[src/sv/rvs_pkg.sv]
// Package: types, codes and constants of the readout validator.
`timescale 1ns / 1ps
package rvs_pkg;

  localparam int ADC_BITS     = 15;
  localparam int COUNTER_BITS = 32;
  localparam int NUM_STATUS   = 9;
  localparam int STATUS_W     = 4;
  localparam int CNT_OUT_W    = 32;
  localparam int CFG_IDX_W    = 3;
  localparam int CFG_DATA_W   = 32;
  localparam int CAL_BIT      = 7;

  // Status codes, in check priority order after good.
  localparam logic [STATUS_W-1:0] ST_GOOD     = 4'd0;
  localparam logic [STATUS_W-1:0] ST_RING     = 4'd1;
  localparam logic [STATUS_W-1:0] ST_FRONTEND = 4'd2;
  localparam logic [STATUS_W-1:0] ST_LENGTH   = 4'd3;
  localparam logic [STATUS_W-1:0] ST_TIME     = 4'd4;
  localparam logic [STATUS_W-1:0] ST_BUNCH    = 4'd5;
  localparam logic [STATUS_W-1:0] ST_ADC      = 4'd6;
  localparam logic [STATUS_W-1:0] ST_CHIP     = 4'd7;
  localparam logic [STATUS_W-1:0] ST_CHANNEL  = 4'd8;

  // Configuration register indexes.
  localparam logic [CFG_IDX_W-1:0] REG_MAX_RING      = 3'd0;
  localparam logic [CFG_IDX_W-1:0] REG_MAX_FRONTEND  = 3'd1;
  localparam logic [CFG_IDX_W-1:0] REG_EXP_LENGTH    = 3'd2;
  localparam logic [CFG_IDX_W-1:0] REG_MAX_TIME_FRAC = 3'd3;
  localparam logic [CFG_IDX_W-1:0] REG_MAX_BUNCH     = 3'd4;
  localparam logic [CFG_IDX_W-1:0] REG_MAX_ADC       = 3'd5;
  localparam logic [CFG_IDX_W-1:0] REG_MAX_CHIP      = 3'd6;
  localparam logic [CFG_IDX_W-1:0] REG_MAX_CHANNEL   = 3'd7;

  typedef logic [COUNTER_BITS-1:0] cnt_t;

  typedef struct packed {
    logic [7:0]        ring;
    logic [7:0]        frontend;
    logic [15:0]       length_field;
    logic [31:0]       time_fraction;
    logic [15:0]       bunch_count;
    logic [ADC_BITS:0] threshold_adc;
    logic [7:0]        geometry;
    logic [7:0]        chip;
    logic [7:0]        channel_in;
  } in_item_t;

  typedef struct packed {
    logic [STATUS_W-1:0]  status;
    logic [CNT_OUT_W-1:0] status_count;
    logic [CNT_OUT_W-1:0] class_count;
    logic [CNT_OUT_W-1:0] over_count;
    logic [7:0]           ring_out;
    logic [7:0]           frontend_out;
    logic [7:0]           chip_out;
    logic [7:0]           channel_out;
    logic [ADC_BITS:0]    adc_out;
    logic [15:0]          bunch_out;
    logic [31:0]          time_out;
    logic [7:0]           geometry_out;
  } out_item_t;

  typedef struct packed {
    logic [7:0]          max_ring;
    logic [7:0]          max_frontend;
    logic [15:0]         expected_length;
    logic [31:0]         max_time_fraction;
    logic [15:0]         max_bunch_count;
    logic [ADC_BITS-1:0] max_adc;
    logic [7:0]          max_chip;
    logic [7:0]          max_channel;
  } cfg_t;

  localparam cfg_t CFG_RESET = '{
    max_ring:          8'd11,
    max_frontend:      8'd23,
    expected_length:   16'd20,
    max_time_fraction: 32'd88052499,
    max_bunch_count:   16'd4095,
    max_adc:           ADC_BITS'(1023),
    max_chip:          8'd15,
    max_channel:       8'd63
  };

  // Counter update request from the top level to the counter bank.
  typedef struct packed {
    logic                en;
    logic [STATUS_W-1:0] status;
    logic                cal;
    logic                over;
  } cnt_upd_t;

  // Counter values after the update.
  typedef struct packed {
    cnt_t status_cnt;
    cnt_t class_cnt;
    cnt_t over_cnt;
  } cnt_res_t;

endpackage

[src/sv/rvs_ifs.sv]
// Valid/ready channel interfaces for readout items and result items.
`timescale 1ns / 1ps
interface rvs_in_if;
  logic              valid;
  logic              ready;
  rvs_pkg::in_item_t payload;
  modport source (output valid, output payload, input ready);
  modport sink (input valid, input payload, output ready);
endinterface

interface rvs_out_if;
  logic               valid;
  logic               ready;
  rvs_pkg::out_item_t payload;
  modport source (output valid, output payload, input ready);
  modport sink (input valid, input payload, output ready);
endinterface

[src/sv/rvs_cfg_regs.sv]
// Configuration register file with write port.
`timescale 1ns / 1ps
module rvs_cfg_regs (
  input  logic                            clk,
  input  logic                            rst_n,
  input  logic                            cfg_we,
  input  logic [rvs_pkg::CFG_IDX_W-1:0]   cfg_idx,
  input  logic [rvs_pkg::CFG_DATA_W-1:0]  cfg_wdata,
  output rvs_pkg::cfg_t                   cfg
);

  rvs_pkg::cfg_t cfg_r;

  always_ff @(posedge clk) begin
    if (!rst_n) begin
      cfg_r <= rvs_pkg::CFG_RESET;
    end else if (cfg_we) begin
      unique case (cfg_idx)
        rvs_pkg::REG_MAX_RING:      cfg_r.max_ring          <= cfg_wdata[7:0];
        rvs_pkg::REG_MAX_FRONTEND:  cfg_r.max_frontend      <= cfg_wdata[7:0];
        rvs_pkg::REG_EXP_LENGTH:    cfg_r.expected_length   <= cfg_wdata[15:0];
        rvs_pkg::REG_MAX_TIME_FRAC: cfg_r.max_time_fraction <= cfg_wdata[31:0];
        rvs_pkg::REG_MAX_BUNCH:     cfg_r.max_bunch_count   <= cfg_wdata[15:0];
        rvs_pkg::REG_MAX_ADC:       cfg_r.max_adc <= cfg_wdata[rvs_pkg::ADC_BITS-1:0];
        rvs_pkg::REG_MAX_CHIP:      cfg_r.max_chip          <= cfg_wdata[7:0];
        rvs_pkg::REG_MAX_CHANNEL:   cfg_r.max_channel       <= cfg_wdata[7:0];
        default: ;
      endcase
    end
  end

  assign cfg = cfg_r;

endmodule

[src/sv/rvs_check.sv]
// Priority checker: first failing limit check decides the status code.
`timescale 1ns / 1ps
module rvs_check (
  input  rvs_pkg::in_item_t                item,
  input  rvs_pkg::cfg_t                    cfg,
  output logic [rvs_pkg::STATUS_W-1:0]     status
);

  always_comb begin
    if (item.ring > cfg.max_ring) begin
      status = rvs_pkg::ST_RING;
    end else if (item.frontend > cfg.max_frontend) begin
      status = rvs_pkg::ST_FRONTEND;
    end else if (item.length_field != cfg.expected_length) begin
      status = rvs_pkg::ST_LENGTH;
    end else if (item.time_fraction > cfg.max_time_fraction) begin
      status = rvs_pkg::ST_TIME;
    end else if (item.bunch_count > cfg.max_bunch_count) begin
      status = rvs_pkg::ST_BUNCH;
    end else if (item.threshold_adc[rvs_pkg::ADC_BITS-1:0] > cfg.max_adc) begin
      status = rvs_pkg::ST_ADC;
    end else if (item.chip > cfg.max_chip) begin
      status = rvs_pkg::ST_CHIP;
    end else if (item.channel_in > cfg.max_channel) begin
      status = rvs_pkg::ST_CHANNEL;
    end else begin
      status = rvs_pkg::ST_GOOD;
    end
  end

endmodule

[src/sv/rvs_counters.sv]
// Counter bank: status, data/calibration and over-threshold counters.
`timescale 1ns / 1ps
module rvs_counters (
  input  logic                clk,
  input  logic                rst_n,
  input  rvs_pkg::cnt_upd_t   upd,
  output rvs_pkg::cnt_res_t   res
);

  rvs_pkg::cnt_t status_cnt_r [rvs_pkg::NUM_STATUS];
  rvs_pkg::cnt_t class_cnt_r [2];
  rvs_pkg::cnt_t over_cnt_r;

  rvs_pkg::cnt_t status_nxt;
  rvs_pkg::cnt_t class_nxt;
  rvs_pkg::cnt_t over_nxt;
  logic          good;

  always_comb begin
    good       = (upd.status == rvs_pkg::ST_GOOD);
    status_nxt = rvs_pkg::cnt_t'(status_cnt_r[upd.status] + 1'b1);
    class_nxt  = rvs_pkg::cnt_t'(class_cnt_r[upd.cal] + 1'b1);
    over_nxt   = (good && upd.over) ? rvs_pkg::cnt_t'(over_cnt_r + 1'b1) : over_cnt_r;
    res.status_cnt = status_nxt;
    res.class_cnt  = good ? class_nxt : '0;
    res.over_cnt   = over_nxt;
  end

  always_ff @(posedge clk) begin
    if (!rst_n) begin
      for (int i = 0; i < rvs_pkg::NUM_STATUS; i++) begin
        status_cnt_r[i] <= '0;
      end
      class_cnt_r[0] <= '0;
      class_cnt_r[1] <= '0;
      over_cnt_r     <= '0;
    end else if (upd.en) begin
      status_cnt_r[upd.status] <= status_nxt;
      if (good) begin
        class_cnt_r[upd.cal] <= class_nxt;
        over_cnt_r           <= over_nxt;
      end
    end
  end

endmodule

[src/sv/readout_validator_with_stats_core.sv]
// Top level: readout validator with per-status and class statistics.
//
//   channel  | dir | handshake        | carries
//   ---------+-----+------------------+----------------------------------
//   in_ch    | in  | valid/ready      | one detector readout per item
//   out_ch   | out | valid/ready      | status, counts, readout fields
//   cfg_*    | in  | write enable     | limit registers, index 0..7
//
// An item is captured in the input register, then checked and counted in one
// pass and captured in the result register. Throughput is one item per cycle
// while out_ch.ready keeps the result register moving, set by the counter
// read-increment-write loop, which closes in that single pass.
// Synchronous active-low reset clears both valid flags, all counters and
// loads the default limits. A stalled result holds its register; the input
// register still takes an item while the result register is free or drains.
`timescale 1ns / 1ps
module readout_validator_with_stats_core (
  input  logic                            clk,
  input  logic                            rst_n,
  rvs_in_if.sink                          in_ch,
  rvs_out_if.source                       out_ch,
  input  logic                            cfg_we,
  input  logic [rvs_pkg::CFG_IDX_W-1:0]   cfg_idx,
  input  logic [rvs_pkg::CFG_DATA_W-1:0]  cfg_wdata
);

  rvs_pkg::cfg_t                 cfg;
  logic                          s1_valid_r;
  rvs_pkg::in_item_t             s1_item_r;
  logic                          out_valid_r;
  rvs_pkg::out_item_t            out_item_r;
  rvs_pkg::out_item_t            out_item_nxt;
  logic [rvs_pkg::STATUS_W-1:0]  status;
  rvs_pkg::cnt_upd_t             upd;
  rvs_pkg::cnt_res_t             cnt;
  logic                          adv;
  logic                          in_rdy;

  rvs_cfg_regs u_cfg (
    .clk       (clk),
    .rst_n     (rst_n),
    .cfg_we    (cfg_we),
    .cfg_idx   (cfg_idx),
    .cfg_wdata (cfg_wdata),
    .cfg       (cfg)
  );

  // Advance the input register into the result register when the result
  // register is empty or its item is taken this cycle.
  assign adv    = !out_valid_r || out_ch.ready;
  assign in_rdy = !s1_valid_r || adv;
  assign in_ch.ready = in_rdy;

  always_ff @(posedge clk) begin
    if (!rst_n) begin
      s1_valid_r <= 1'b0;
    end else if (in_rdy) begin
      s1_valid_r <= in_ch.valid;
    end
  end

  always_ff @(posedge clk) begin
    if (in_rdy && in_ch.valid) begin
      s1_item_r <= in_ch.payload;
    end
  end

  rvs_check u_check (
    .item   (s1_item_r),
    .cfg    (cfg),
    .status (status)
  );

  // Bump counters only for the item that moves into the result register.
  always_comb begin
    upd.en     = adv && s1_valid_r;
    upd.status = status;
    upd.cal    = s1_item_r.geometry[rvs_pkg::CAL_BIT];
    upd.over   = s1_item_r.threshold_adc[rvs_pkg::ADC_BITS];
  end

  rvs_counters u_counters (
    .clk   (clk),
    .rst_n (rst_n),
    .upd   (upd),
    .res   (cnt)
  );

  // Assemble the result item: status, updated counts, fields passed through.
  always_comb begin
    out_item_nxt.status       = status;
    out_item_nxt.status_count = rvs_pkg::CNT_OUT_W'(cnt.status_cnt);
    out_item_nxt.class_count  = rvs_pkg::CNT_OUT_W'(cnt.class_cnt);
    out_item_nxt.over_count   = rvs_pkg::CNT_OUT_W'(cnt.over_cnt);
    out_item_nxt.ring_out     = s1_item_r.ring;
    out_item_nxt.frontend_out = s1_item_r.frontend;
    out_item_nxt.chip_out     = s1_item_r.chip;
    out_item_nxt.channel_out  = s1_item_r.channel_in;
    out_item_nxt.adc_out      = s1_item_r.threshold_adc;
    out_item_nxt.bunch_out    = s1_item_r.bunch_count;
    out_item_nxt.time_out     = s1_item_r.time_fraction;
    out_item_nxt.geometry_out = s1_item_r.geometry;
  end

  always_ff @(posedge clk) begin
    if (!rst_n) begin
      out_valid_r <= 1'b0;
    end else if (adv) begin
      out_valid_r <= s1_valid_r;
    end
  end

  // Hold the result payload while stalled.
  always_ff @(posedge clk) begin
    if (upd.en) begin
      out_item_r <= out_item_nxt;
    end
  end

  assign out_ch.valid   = out_valid_r;
  assign out_ch.payload = out_item_r;

endmodule

[src/flat_wrapper.sv]
// flat-port wrapper written by rule: the top's interface ports become plain ports
module readout_validator_with_stats_core_flat 
  (clk, rst_n, cfg_we, cfg_idx, cfg_wdata, in_ch_valid, in_ch_payload, in_ch_ready, out_ch_valid, out_ch_payload, out_ch_ready);
  rvs_in_if in_ch_i ();
  rvs_out_if out_ch_i ();
  input  logic clk;
  input  logic rst_n;
  input  logic cfg_we;
  input  logic [rvs_pkg::CFG_IDX_W-1:0] cfg_idx;
  input  logic [rvs_pkg::CFG_DATA_W-1:0] cfg_wdata;
  input wire logic [$bits(in_ch_i.valid)-1:0] in_ch_valid;
  input wire logic [$bits(in_ch_i.payload)-1:0] in_ch_payload;
  output wire logic [$bits(in_ch_i.ready)-1:0] in_ch_ready;
  output wire logic [$bits(out_ch_i.valid)-1:0] out_ch_valid;
  output wire logic [$bits(out_ch_i.payload)-1:0] out_ch_payload;
  input wire logic [$bits(out_ch_i.ready)-1:0] out_ch_ready;
  assign in_ch_i.valid = in_ch_valid;
  assign in_ch_i.payload = in_ch_payload;
  assign in_ch_ready = in_ch_i.ready;
  assign out_ch_valid = out_ch_i.valid;
  assign out_ch_payload = out_ch_i.payload;
  assign out_ch_i.ready = out_ch_ready;
  readout_validator_with_stats_core u_core (.clk(clk), .rst_n(rst_n), .in_ch(in_ch_i), .out_ch(out_ch_i), .cfg_we(cfg_we), .cfg_idx(cfg_idx), .cfg_wdata(cfg_wdata));
endmodule
[config.mk]
export PLATFORM = sky130hd
export DESIGN_NAME = readout_validator_with_stats_core_flat
export DESIGN_NICKNAME = d
export VERILOG_FILES = /design/src/sv/rvs_pkg.sv /design/src/sv/rvs_ifs.sv /design/src/sv/rvs_cfg_regs.sv /design/src/sv/rvs_check.sv /design/src/sv/rvs_counters.sv /design/src/sv/readout_validator_with_stats_core.sv /design/src/flat_wrapper.sv
export SDC_FILE = /design/constraint.sdc
export NUM_CORES = 1
export LEC_CHECK = 0
export BUFFER_PORTS_ARGS = -buffer_cell sky130_fd_sc_hd__buf_2
export CORE_MARGIN = 10
export CORE_UTILIZATION = 45
export CTS_BUF_LIST = sky130_fd_sc_hd__clkbuf_16
export DETAILED_ROUTE_END_ITERATION = 6
export HOLD_SLACK_MARGIN = 0.15
export PLACE_DENSITY = 0.76
export SLEW_MARGIN = 25
export SYNTH_ARGS = -nofsm -noshare
export SYNTH_HDL_FRONTEND = slang
export SYNTH_SLANG_ARGS = --single-unit
[constraint.sdc]
create_clock -name clk -period 13.92 [get_ports clk]
set_input_delay 2.088 -clock clk [delete_from_list [all_inputs] [get_ports clk]]
set_output_delay 2.088 -clock clk [all_outputs]
set_load 0.1 [all_outputs]
==> impl_metrics.toml <==
[placed_design]
dp_worst_setup_slack_ns = 6.836
gp_congestion = 0.9032
dp_hpwl_mm = 68.93
place.port_buffers = 365

[global_route]
grt_util_met1_pct = 27.62
global_route.usage.total_pct = 21.82
busiest_layer = "met2"
globalRoute.totalOverflow = 0
globalRouteMet3Util_pct = 4.426
pin_count_of_the_biggest_net_entering_global_routing = 84
globalRouteMet2Util_pct = 36.03
first_global_vias = 25620
number_of_antenna_violations_at_the_first_check_in_global_routing = 3
first_pass_grt_wire_length_mm = 157.8

[synth]
synth_most_common_cell = "sky130_fd_sc_hd__edfxtp_1"
synth_top_area_share_pct = 58.80
ys_top_cells_by_count = "sky130_fd_sc_hd__edfxtp_1 (716), sky130_fd_sc_hd__nor2_1 (474), sky130_fd_sc_hd__nand2_1 (355)"
synth.yosys.warnings = 0
yosys_register_bits = 862
synth_edf_count = 716
netlist_top_cells_area = "sky130_fd_sc_hd__edfxtp_1 (59%), sky130_fd_sc_hd__dfxtp_1 (8.0%), sky130_fd_sc_hd__nor2_1 (4.9%)"
ys_seq_area_share_pct = 66.79
synth_cell_type_count = 95
synth.cell_area_um2 = 36570
synthArstFlopShare_pct = 0
synth_top_cell_by_area = "sky130_fd_sc_hd__edfxtp_1"
post_synth.cell_area_avg_um2 = 12.11
dominantRegCellSynth = "sky130_fd_sc_hd__edfxtp_1"
netlist_instances = 3019

[clock_network]
postCtsSetupBuffers = 0
insertion_delay_of_the_later_clocked_pin_in_the_worst_skew_pair_ns = 0.67
tritoncts = "built"
cts.reportedPaths.clkPinSlew_ns = 0.06
cts-hold-fix-buffers = 0
cts_made_buffers = 88
number_of_sinks_handled_by_clock_tree_synthesis = 862
cts-resized-gates = 0
cts-htree-levels = 3
clock_path_buffers = 3
root_buffer = "sky130_fd_sc_hd__clkbuf_16"

[min_path]
timing.hold.worst.class = "flop to flop"

[cells_and_area]
layout-drive-gt1-share_pct = 17.80
area_growth_pct = 16.97
number_of_nets_in_the_final_layout = 3667

[run]
maxCapViolCount = 0

[power_and_ir_drop]
power.density_cell_area_nw_per_um2 = 143.1
ir_drop_mv = 0.09114
leakagePower_uw = 0.01628

[route]
final_antenna_net_count = 0
drt-total-wl_mm = 106.1
first_pass_iters = 5
detail_route.vias_per_cell = 5.753
detail_route.wl_per_cell_um = 23.34
dr_total_vias = 26160
detailed_router_s_first_iteration_violation_count = 2938
route.detailed.drc = 0

[sta]
finalHoldViolCount = 0
final_min_period_over_clock_period_pct = 51.85
final_critical_path_setup_slack_ns = 6.702
worst-slew-pin-transition_ns = 1.108
rsz0062_at_grt = "no"
relSlewSlack_pct = 25.87
maxSlewViolCount = 0
final.setup_skew_ns = 0.03053
final_report_setup_violation_count = 0
final.min_clock_period_ns = 7.218
fmax_ghz = 0.1385
setup_tns_ns = 0

[die]
die_boundary_width_um = 305.1
rows = 104
die-height_um = 305.1
pin_count = 366
core_area_um2 = 80550
die_area_um2 = 93060
initial_util_pct = 45.40

[critical_path]
worstPathRequired_ns = 14.28
crit_type = "flop to flop"
critPathCaptureType = "flop"
arrival_ns = 7.58
cp-start-kind = "flop"
max_fo_critical_path = 44

[run_status]
status = "finished clean"
## cells in the final DEF (no fill, tap or decap), types with 8 or more instances in the layout
cell type | synthesis | routed
sky130_fd_sc_hd__inv_1 | 146 | 162
sky130_fd_sc_hd__nor2b_1 | 33 | 32
sky130_fd_sc_hd__a31oi_1 | 16 | 16
sky130_fd_sc_hd__or3_1 | 26 | 26
sky130_fd_sc_hd__mux2i_1 | 28 | 28
sky130_fd_sc_hd__clkinv_1 | 1 | 16
sky130_fd_sc_hd__and3_1 | 18 | 18
sky130_fd_sc_hd__buf_2 | 23 | 364
sky130_fd_sc_hd__nand3_1 | 64 | 63
sky130_fd_sc_hd__nand2_1 | 355 | 348
sky130_fd_sc_hd__a211oi_1 | 10 | 10
sky130_fd_sc_hd__bufinv_16 | 0 | 16
sky130_fd_sc_hd__nor4_2 | 9 | 8
sky130_fd_sc_hd__a32oi_1 | 20 | 20
sky130_fd_sc_hd__xnor2_1 | 71 | 71
sky130_fd_sc_hd__nand4_1 | 40 | 40
sky130_fd_sc_hd__edfxtp_1 | 716 | 716
sky130_fd_sc_hd__ha_1 | 98 | 98
sky130_fd_sc_hd__dfxtp_1 | 146 | 145
sky130_fd_sc_hd__nor3_1 | 32 | 30
sky130_fd_sc_hd__nor2_1 | 474 | 471
sky130_fd_sc_hd__nor4_1 | 14 | 14
sky130_fd_sc_hd__a21oi_1 | 165 | 165
sky130_fd_sc_hd__xor2_1 | 32 | 32
sky130_fd_sc_hd__clkinv_2 | 0 | 12
sky130_fd_sc_hd__o22ai_1 | 12 | 11
sky130_fd_sc_hd__o32ai_1 | 51 | 51
sky130_fd_sc_hd__clkbuf_16 | 0 | 89
sky130_fd_sc_hd__a221oi_1 | 10 | 10
sky130_fd_sc_hd__or2_2 | 8 | 8
sky130_fd_sc_hd__a211o_1 | 13 | 13
sky130_fd_sc_hd__o211ai_1 | 58 | 58
sky130_fd_sc_hd__conb_1 | 1 | 40
sky130_fd_sc_hd__buf_4 | 7 | 51
sky130_fd_sc_hd__o21ai_0 | 56 | 56
## final timing paths
kind / to / cells after the start / start / slack, ns
worst max register to register: u_core.u_counters.status_cnt_r[11][14]$_DFFE_PP_ / 19 / u_core.out_item_nxt[36]$_DFFE_PP_ / 6.70
worst min register to register: u_core.out_ch.payload[4]$_DFFE_PP_ / 0 / u_core.out_item_nxt[4]$_DFFE_PP_ / 0.42
worst max-delay path: u_core.u_counters.status_cnt_r[11][14]$_DFFE_PP_ / 19 / u_core.out_item_nxt[36]$_DFFE_PP_ / 6.70
worst min-delay path: u_core.out_ch.payload[4]$_DFFE_PP_ / 0 / u_core.out_item_nxt[4]$_DFFE_PP_ / 0.42
## worst max-delay path, cell delays in order (launching register included)
cell	delay, ns
sky130_fd_sc_hd__edfxtp_1	0.42
sky130_fd_sc_hd__ha_1	0.35
sky130_fd_sc_hd__nand4_2	0.18
sky130_fd_sc_hd__nor4_2	0.36
sky130_fd_sc_hd__a2111oi_0	0.16
sky130_fd_sc_hd__a31oi_1	0.54
sky130_fd_sc_hd__or2_1	0.60
sky130_fd_sc_hd__o31a_1	0.23
sky130_fd_sc_hd__buf_4	0.50
sky130_fd_sc_hd__or3_1	0.19
sky130_fd_sc_hd__a21oi_1	0.07
sky130_fd_sc_hd__nor3_1	0.64
sky130_fd_sc_hd__buf_4	0.26
sky130_fd_sc_hd__ha_1	0.19
sky130_fd_sc_hd__nand2_1	0.11
sky130_fd_sc_hd__nor3_1	0.61
sky130_fd_sc_hd__or3b_2	0.52
sky130_fd_sc_hd__nor2_1	0.18
sky130_fd_sc_hd__xor2_2	0.57
sky130_fd_sc_hd__inv_1	0.22
## stage by stage
step | instances | total power, µW | hold WS (ns) | utilization, % | cell area, µm²
floorplan | 3058 | 3459 | 0.4003 | - | 36710
global placement | 4378 | 3640 | 0.4017 | 49.21 | 39640
detailed placement | 4378 | 3651 | 0.4056 | 49.23 | 39650
CTS | 4542 | 6140 | 0.4188 | 53.06 | 42740
global route | 4546 | 6294 | 0.4346 | 53.10 | 42770
finish | 4547 | 6119 | 0.4234 | 53.10 | 42770
## routing by layer
| layer | vias to the layer above | routed length (µm) | share of wire [%] |
|---|---|---|---|
| met5 | - | 0 | 0 |
| met4 | 0 | 4031 | 3.8 |
| met3 | 248 | 10210 | 9.6 |
| met2 | 1403 | 51290 | 48 |
| met1 | 12780 | 40620 | 38 |
| li1 | 11730 | - | - |
## report_power, final
| group | internal [µW] | switching, µW | total [µW] | leakage [µW] |
|---|---|---|---|---|
| combinational | 133 | 509 | 642 | 0.00638 |
| sequential | 2920 | 48.6 | 2970 | 0.00834 |
| clock | 1480 | 1040 | 2510 | 0.00156 |
## area by class of cell
cell class | count | area (µm²)
clock inverter | 75 | 860.8
antenna | 4 | 10.01
sequential | 862 | 24420
tap | 1060 | 1326
inverter | 148 | 555.5
clock buffer | 89 | 2227
multi-input combinational | 1893 | 11140
fill | 6666 | 37780
timing repair buffer | 416 | 2225
## cell families (layout without fill, tap and decap cells)
| kind of cell | count (synthesis) | after routing | synth area share [%] |
|---|---|---|---|
| flops | 862 | 862 | 66.79 |
| other cells | 1 | 44 | 0.01026 |
| mux | 31 | 31 | 0.8589 |
| simple gates | 1115 | 1115 | 13.52 |
| fa+ha+maj | 98 | 98 | 3.353 |
| compound gates | 501 | 501 | 9.406 |
| buf+inv | 303 | 728 | 3.370 |
| xor+xnor | 108 | 108 | 2.689 |
## registers in the layout, indices dropped and copies added (netlist names), named ones only
| signal | flops |
|---|---|
| u_core.u_counters.over_cnt_r | 32 |
| u_core.out_ch.payload | 204 |
| u_core.s1_valid_r | 1 |
| u_core.out_item_nxt | 104 |
| u_core.u_counters.class_cnt_r | 64 |
| u_core.u_counters.status_cnt_r | 328 |
| u_core.u_cfg.cfg | 111 |
| u_core.out_ch.valid | 1 |
| u_core.s1_item_r | 16 |
Note: power is estimated with default switching activity, not from simulation.
